$ cat config.mk
export PLATFORM = sky130hd
export DESIGN_NAME = tlb_page_table_translator_unit
export DESIGN_NICKNAME = d
export VERILOG_FILES = /design/src/hw/rtl/tptu_pkg.sv /design/src/hw/rtl/tptu_tlb_cell.sv /design/src/hw/rtl/tptu_page_table.sv /design/src/hw/rtl/tlb_page_table_translator_unit.sv
export SDC_FILE = /design/constraint.sdc
export NUM_CORES = 2
export LEC_CHECK = 0
export BUFFER_PORTS_ARGS = -buffer_cell sky130_fd_sc_hd__buf_4
export CAP_MARGIN = 20
export CORE_AREA = 2 2 469 471
export DETAILED_ROUTE_END_ITERATION = 6
export DIE_AREA = 0 0 471 473
export GPL_TIMING_DRIVEN = 0
export SETUP_SLACK_MARGIN = 0.4
export SYNTH_ARGS = -nofsm -noshare
export SYNTH_HDL_FRONTEND = slang
export SYNTH_SLANG_ARGS = --single-unit
$ cat constraint.sdc
create_clock -name clock -period 46.8 [get_ports clock]
set_input_delay 4.68 -clock clock [delete_from_list [all_inputs] [get_ports clock]]
set_output_delay 4.68 -clock clock [all_outputs]
set_load 0.1 [all_outputs]
$ cat src/hw/rtl/tptu_pkg.sv
// Package for the TLB and page-table translator: widths, the controller state type
// and the structs passed between the TLB cells, the page table and the top level.
// No dependencies.
package tptu_pkg;

   localparam int ADDR_W      = 16;
   localparam int OFFSET_BITS = 8;
   localparam int TLB_ENTRIES = 16;
   localparam int PAGE_COUNT  = 256;
   localparam int PAGE_IDX_W  = $clog2(PAGE_COUNT);
   localparam int TAG_W       = 8;
   localparam int FRAME_W     = 8;
   localparam int FREE_W      = 9;

   typedef enum logic [0:0] {
      ST_IDLE,
      ST_LOOKUP
   } state_type;

   typedef struct packed {
      logic               valid;
      logic [TAG_W-1:0]   tag;
      logic [FRAME_W-1:0] frame;
   } tlb_entry_type;

   typedef struct packed {
      logic               hit;
      logic [FRAME_W-1:0] frame;
   } tlb_search_type;

   typedef struct packed {
      logic                  rd_en;
      logic [PAGE_IDX_W-1:0] rd_page;
      logic                  wr_en;
      logic [PAGE_IDX_W-1:0] wr_page;
      logic [FRAME_W-1:0]    wr_frame;
   } pt_req_type;

   typedef struct packed {
      logic               valid;
      logic [FRAME_W-1:0] frame;
   } pt_rsp_type;

endpackage

$ cat src/hw/rtl/tptu_tlb_cell.sv
// One TLB cell: holds a single page-to-frame mapping, takes its neighbour's entry on a shift
// and passes the search result along the chain. Depends on tptu_pkg.
module tptu_tlb_cell (
   input  logic                    clock,
   input  logic                    reset,
   input  logic                    shift_en,
   input  tptu_pkg::tlb_entry_type entry_in,
   output tptu_pkg::tlb_entry_type entry_out,
   input  logic [tptu_pkg::TAG_W-1:0] search_tag,
   input  tptu_pkg::tlb_search_type search_in,
   output tptu_pkg::tlb_search_type search_out
);
   import tptu_pkg::*;

   logic               valid_ff;
   logic               valid_in;
   logic [TAG_W-1:0]   tag_ff;
   logic [TAG_W-1:0]   tag_in;
   logic [FRAME_W-1:0] frame_ff;
   logic [FRAME_W-1:0] frame_in;
   logic               match;

   always_comb begin
      valid_in = valid_ff;
      tag_in   = tag_ff;
      frame_in = frame_ff;
      if (shift_en) begin
         valid_in = entry_in.valid;
         tag_in   = entry_in.tag;
         frame_in = entry_in.frame;
      end
   end

   always_ff @(posedge clock) begin
      if (reset) begin
         valid_ff <= 1'b0;
      end else begin
         valid_ff <= valid_in;
      end
   end

   always_ff @(posedge clock) begin
      tag_ff   <= tag_in;
      frame_ff <= frame_in;
   end

   // An earlier cell that already matched keeps priority.
   assign match = valid_ff && (tag_ff == search_tag);

   always_comb begin
      search_out = search_in;
      if (!search_in.hit && match) begin
         search_out.hit   = 1'b1;
         search_out.frame = frame_ff;
      end
   end

   assign entry_out.valid = valid_ff;
   assign entry_out.tag   = tag_ff;
   assign entry_out.frame = frame_ff;

endmodule

$ cat src/hw/rtl/tptu_page_table.sv
// Page table: frame memory with a registered read port and per-page valid bits that
// reset clears. Depends on tptu_pkg.
module tptu_page_table (
   input  logic                 clock,
   input  logic                 reset,
   input  tptu_pkg::pt_req_type pt_req,
   output tptu_pkg::pt_rsp_type pt_rsp
);
   import tptu_pkg::*;

   logic [FRAME_W-1:0]    frame_mem [PAGE_COUNT];
   logic [PAGE_COUNT-1:0] map_valid_ff;
   logic                  rd_valid_ff;
   logic [FRAME_W-1:0]    rd_frame_ff;

   always_ff @(posedge clock) begin
      if (pt_req.wr_en) begin
         frame_mem[pt_req.wr_page] <= pt_req.wr_frame;
      end
      if (pt_req.rd_en) begin
         rd_frame_ff <= frame_mem[pt_req.rd_page];
      end
   end

   always_ff @(posedge clock) begin
      if (reset) begin
         map_valid_ff <= '0;
         rd_valid_ff  <= 1'b0;
      end else begin
         if (pt_req.wr_en) begin
            map_valid_ff[pt_req.wr_page] <= 1'b1;
         end
         if (pt_req.rd_en) begin
            rd_valid_ff <= map_valid_ff[pt_req.rd_page];
         end
      end
   end

   assign pt_rsp.valid = rd_valid_ff;
   assign pt_rsp.frame = rd_frame_ff;

endmodule

$ cat src/hw/rtl/tlb_page_table_translator_unit.sv
// Top level of the TLB and page-table translator: controller, chain of TLB cells and
// page table. Depends on tptu_pkg, tptu_tlb_cell and tptu_page_table.
//
//  Channel  Ports                                                  Direction
//  req      req_valid, req_stall, req_logical_address              in
//  rsp      rsp_valid, rsp_stall, rsp_physical_address,
//           rsp_tlb_hit, rsp_page_fault                            out
//
// Each transaction passes through the idle and lookup states: the page-table read is issued on acceptance, and the
// TLB search, fault handling and page-table write-back happen in the lookup state that follows.
// One transaction is in flight at a time, so that a fault's TLB shift and page-table
// write-back are complete before the next lookup reads them.
// Reset clears the TLB valid bits, the page-table valid bits and the free-frame counter.
// A stalled result holds the lookup state until the output register is free.
module tlb_page_table_translator_unit (
   input  logic                        clock,
   input  logic                        reset,
   input  logic                        req_valid,
   output logic                        req_stall,
   input  logic [tptu_pkg::ADDR_W-1:0] req_logical_address,
   output logic                        rsp_valid,
   input  logic                        rsp_stall,
   output logic [tptu_pkg::ADDR_W-1:0] rsp_physical_address,
   output logic                        rsp_tlb_hit,
   output logic                        rsp_page_fault
);
   import tptu_pkg::*;

   state_type state_ff;
   state_type state_in;

   logic [ADDR_W-1:0]  addr_ff;
   logic [ADDR_W-1:0]  addr_in;
   logic [FREE_W-1:0]  free_ff;
   logic [FREE_W-1:0]  free_in;
   logic               rsp_valid_ff;
   logic               rsp_valid_in;
   logic [ADDR_W-1:0]  rsp_addr_ff;
   logic [ADDR_W-1:0]  rsp_addr_in;
   logic               rsp_hit_ff;
   logic               rsp_hit_in;
   logic               rsp_fault_ff;
   logic               rsp_fault_in;

   logic               accept;
   logic               finish;
   logic               fault;
   logic [FRAME_W-1:0] frame;
   logic [TAG_W-1:0]   cur_tag;
   logic [PAGE_IDX_W-1:0] req_page;
   logic [PAGE_IDX_W-1:0] cur_page;
   logic [OFFSET_BITS-1:0] cur_offset;

   pt_req_type     pt_req;
   pt_rsp_type     pt_rsp;
   tlb_entry_type  entry_chain  [TLB_ENTRIES+1];
   tlb_search_type search_chain [TLB_ENTRIES+1];

   assign req_page   = req_logical_address[OFFSET_BITS +: PAGE_IDX_W];
   assign cur_page   = addr_ff[OFFSET_BITS +: PAGE_IDX_W];
   assign cur_offset = addr_ff[OFFSET_BITS-1:0];
   assign cur_tag    = TAG_W'(cur_page);

   // Next state.
   always_comb begin
      state_in = state_ff;
      unique case (state_ff)
         ST_IDLE: begin
            if (req_valid) begin
               state_in = ST_LOOKUP;
            end
         end
         ST_LOOKUP: begin
            if (!rsp_valid_ff || !rsp_stall) begin
               state_in = ST_IDLE;
            end
         end
         default: state_in = ST_IDLE;
      endcase
   end

   // Controller outputs.
   always_comb begin
      req_stall = 1'b1;
      accept    = 1'b0;
      finish    = 1'b0;
      unique case (state_ff)
         ST_IDLE: begin
            req_stall = 1'b0;
            accept    = req_valid;
         end
         ST_LOOKUP: begin
            finish = !rsp_valid_ff || !rsp_stall;
         end
         default: req_stall = 1'b1;
      endcase
   end

   always_ff @(posedge clock) begin
      if (reset) begin
         state_ff <= ST_IDLE;
      end else begin
         state_ff <= state_in;
      end
   end

   tptu_page_table u_page_table (
      .clock  (clock),
      .reset  (reset),
      .pt_req (pt_req),
      .pt_rsp (pt_rsp)
   );

   assign entry_chain[0].valid  = 1'b1;
   assign entry_chain[0].tag    = cur_tag;
   assign entry_chain[0].frame  = frame;
   assign search_chain[0].hit   = 1'b0;
   assign search_chain[0].frame = '0;

   for (genvar i = 0; i < TLB_ENTRIES; i++) begin : g_cell
      tptu_tlb_cell u_cell (
         .clock      (clock),
         .reset      (reset),
         .shift_en   (finish && fault),
         .entry_in   (entry_chain[i]),
         .entry_out  (entry_chain[i+1]),
         .search_tag (cur_tag),
         .search_in  (search_chain[i]),
         .search_out (search_chain[i+1])
      );
   end

   always_comb begin
      fault = !search_chain[TLB_ENTRIES].hit && !pt_rsp.valid;
      if (search_chain[TLB_ENTRIES].hit) begin
         frame = search_chain[TLB_ENTRIES].frame;
      end else if (fault) begin
         frame = free_ff[FRAME_W-1:0];
      end else begin
         frame = pt_rsp.frame;
      end
   end

   always_comb begin
      pt_req.rd_en    = accept;
      pt_req.rd_page  = req_page;
      pt_req.wr_en    = finish && fault;
      pt_req.wr_page  = cur_page;
      pt_req.wr_frame = frame;
   end

   always_comb begin
      addr_in      = accept ? req_logical_address : addr_ff;
      free_in      = (finish && fault) ? free_ff + FREE_W'(1) : free_ff;
      rsp_addr_in  = rsp_addr_ff;
      rsp_hit_in   = rsp_hit_ff;
      rsp_fault_in = rsp_fault_ff;
      rsp_valid_in = rsp_valid_ff;
      if (finish) begin
         rsp_valid_in = 1'b1;
         rsp_addr_in  = ADDR_W'({frame, cur_offset});
         rsp_hit_in   = search_chain[TLB_ENTRIES].hit;
         rsp_fault_in = fault;
      end else if (!rsp_stall) begin
         rsp_valid_in = 1'b0;
      end
   end

   always_ff @(posedge clock) begin
      if (reset) begin
         free_ff      <= '0;
         rsp_valid_ff <= 1'b0;
      end else begin
         free_ff      <= free_in;
         rsp_valid_ff <= rsp_valid_in;
      end
   end

   always_ff @(posedge clock) begin
      addr_ff      <= addr_in;
      rsp_addr_ff  <= rsp_addr_in;
      rsp_hit_ff   <= rsp_hit_in;
      rsp_fault_ff <= rsp_fault_in;
   end

   assign rsp_valid            = rsp_valid_ff;
   assign rsp_physical_address = rsp_addr_ff;
   assign rsp_tlb_hit          = rsp_hit_ff;
   assign rsp_page_fault       = rsp_fault_ff;

endmodule

==> results.txt <==
----------------------------------------------------
[Synth]
  Sequential cell area fraction in the yosys report ... 74.68%
  Instance count of the mapped netlist ... 5171
  Cells taking the most area after synthesis ... edfxtp_1 (69%), mux4_2 (16%), dfxtp_1 (5.6%)
  Most frequently used cell type in the post-synthesis netlist ... edfxtp_1
  Count of cell types in the netlist ... 64
  Fraction of registers with async set or reset after synthesis ... 0%
  Syn. warnings ... 0
  Post-synth EDFFs ... roughly 2300
  Cell accounting for the most synthesized area ... edfxtp_1
  Cell area after synthesis ... 0.1019 mm²
  Top FF cell, synth ... edfxtp_1
  Synth Register Bits ... around 2600
  Most common library cells after synthesis ... edfxtp_1 (2346), mux4_2 (736), nor2_1 (556), a21oi_1 (326), dfxtp_1 (283)
  Syn_nets ... a little over 5000
  Average instance area after synthesis ... 19.71 µm²
  Area share of the largest cell type after synthesis ... between 60% and 70%

[CTS]
  Count of cells resized by post-cts repair ... 0
  Largest buffer count on any clock path ... 4
  Number of buffers added by the clock tree synthesis step ... ~290
  Setup fix buffers added after clock tree synthesis ... 0
  Worst-path clk slew ... around 60 ps
  Max H-tree Level ... 5
  Count of hold buffers inserted by post-cts repair ... 0
  Root buffer cell ... clkbuf_16
  TritonCTS clock tree ... yes
  Clock latency on the worst-skew pair ... between 900 and 1000 ps
  Clock sinks ... roughly 2600

[Timing]
  Final period utilization ... between 20 and 25%
  Setup Skew ... roughly 47 ps
  Top achievable clock speed ... roughly 110 MHz
  Final min period ... ~9500 ps
  Count of final max-slew check failures ... 0
  Count of endpoints failing hold in the final timing report ... 0
  Tightest hold margin ... 417.9 ps
  Unrepaired setup endpoints after global routing ... false
  Transition time at the pin with the least slew margin ... 1260 ps
  Accumulated negative setup slack ... 0 ps
  Slew headroom ... 15.99%
  Setup violation total in the final timing report ... 0

[Pwr]
  Proportion of power drawn by combinational gates ... between 5 and 6%
  Leakage power ... 0.03734 µW
  Reported net switching power ... approximately 1100 µW
  Total power ... 5083 µW
  Fraction of power consumed by the clock network ... a little over two fifths
  Fraction of power spent switching nets ... between 20% and 30%
  Register share of total power ... about half
  Internal ... 3987 µW
  Maximum resistive drop on vdd ... 0.03434 mV
  Areal power density over the cells ... approximately 43 mW/mm²

[Global route]
  Antenna violations before repair ... 8
  Total global routing track utilization ... around a quarter
  Wire length of the first global-routing pass ... about 400 mm
  Total grt overflow ... 0
  Via count of the first global-routing pass ... roughly 53000
  Largest net degree at the start of global routing ... between 100 and 150

[Setup path]
  Worst Path Class, Setup ... input port to register
  Top fanout value on the critical path ... 10
  CP Data Required Time ... between 40000 and 50000 ps
  Data arrival time of the critical path ... about 10000 ps
  Endpoint kind of the worst setup timing path ... register
  Type of origin of the critical path ... input port

[Placement]
  Detailed placement HPWL ... around 190 mm
  Buffers on Ports ... 38
  Weighted congestion at the end of routability-driven global placement ... about 0.85

[Detailed routing]
  Initial detailed-routing violation count ... approximately 6600
  DR pass1 iterations ... 6
  Via count normalized by instance count ... roughly 6.1
  DR DRC count ... 0
  Routed length per instance ... roughly 32 µm
  Via count ... ~53000
  Final wirelength ... 280.5 mm
  Remaining antenna violation count after routing ... 0

[Final layout]
  Number of nets in the final layout ... 5693
  Multi-input gate area ... 0.02447 mm²
  Register cell area after layout ... roughly 0.076 mm²
  Layout area overhead ... 15.14%
  Finished Core Util ... between 50% and 60%
  Filler cells ... approximately 17000
  Share of cells above drive strength 1 ... around a quarter

[Job]
  Count of max-cap constraint violations ... 0

[Floorplanning]
  Die X-Extent ... about 470 µm
  Die height ... between 400 and 500 µm
  Die ar. ... around 0.22 mm²
  Initial core utilization ... a little under half
  Core Box Area ... 0.2182 mm²
  Row count ... 172
  IO Pins ... 40

[Outcome]
  Run status ... completed

[Hold path]
  Tightest Hold Check Type ... register to register

----------------------------------------------------
cells in the final DEF, fill, tap and decap left out, types with 7 or more instances in the layout:
cell type  instances
clkinv_2          29
o211ai_1          14
a211oi_1           8
buf_1             61
clkbuf_2          34
a21oi_1          326
dfxtp_1          283
nand3_1           31
a22oi_1           48
nand4_1           24
nor4b_4            8
and4_1             9
nand2_1          132
buf_8             44
bufinv_16         24
xor2_1            12
buf_16            18
o21ai_0           22
clkbuf_1         216
and2_1            14
buf_12            28
inv_1              7
clkbuf_8           9
edfxtp_1        2346
buf_4            103
xnor2_1          122
nand2b_1          11
clkbuf_16        299
nor2_1           555
nor2b_1            9
clkinv_1          65
nand3b_1          14
nor3_1            25
buf_6             29
and3_1             8
mux2i_1            9
mux4_2           736
buf_2             56
kinds of logic after synthesis:
kind of cell / share of synthesized area, %
AO/OA/AOI/OAI: 2.513
XOR/XNOR: 1.151
adder cells (fa/ha/maj): 0.01227
buffers and inverters: 1.406
flip-flops: 74.68
multiplexers: 16.35
AND/OR/NAND/NOR: 3.890
critical path, stage by stage:
cell	delay (ps)
buf_4	130
clkbuf_1	930
clkbuf_2	740
buf_1	830
mux4_2	650
mux4_2	510
mux4_2	590
a22oi_1	630
nand2_1	270
per-layer routing:
metal	track usage (%)	part of all wire, %	vias up
li1	-	-	21960
met1	34.52	40	28360
met2	39.74	47	2531
met3	5.617	8.8	498
met4	8.715	3.6	2
met5	0	0.0029	-
worst paths after layout:
check	startpoint	depth (start not counted)	slack (ps)	end
max	req_logical_address[8]	9	37350	u_page_table.rd_frame_ff[5]
min	addr_ff[0]	0	420	rsp_physical_address[0]
max reg2reg	addr_ff[15]	16	41230	u_page_table.frame_mem[84][5]
min reg2reg	addr_ff[0]	0	420	rsp_physical_address[0]
cell type report:
cell class / instances / share of cell area (%)
Multi-Input combinational cell: 2212 / 20.85
Clock inverter: 127 / 1.017
Tap cell: 2871 / 3.061
Timing Repair Buffer: 207 / 2.236
Inverter: 9 / 0.02879
Clock buffer: 373 / 6.695
Sequential cell: 2629 / 64.85
Antenna cell: 4 / 0.008529
Buffer: 321 / 1.245
registers in the layout, indices dropped and copies added (netlist names):
register                   flops
u_page_table.frame_mem      2048
u_page_table.map_valid_ff    256
g_cell.u_cell.frame_ff       128
g_cell.u_cell.tag_ff         128
addr_ff                       16
g_cell.u_cell.valid_ff        16
rsp_physical_address          16
free_ff                        8
u_page_table.rd_frame_ff       8
rsp_page_fault                 1
rsp_tlb_hit                    1
rsp_valid                      1
state_ff                       1
u_page_table.rd_valid_ff       1
power by group through the flow:
stage	Clock, µW	Sequential, µW	Combinational (µW)
after global placement	0	2670	260
after CTS	2240	2580	284
after detailed placement	0	2630	283
after floorplan	0	2650	148
after global routing	2330	2580	295
final	2210	2580	286
metrics by stage:
stage / setup slack [ps] / cell area [µm²] / std cells
floorplan: 32090 / 101900 / 5171
global placement: 17660 / 105800 / 8080
detailed placement: 36580 / 108100 / 8233
CTS: 37560 / 117200 / 8733
global route: 37460 / 117400 / 8751
finish: 37350 / 117400 / 8753
Note: power is estimated with default switching activity, not from simulation.
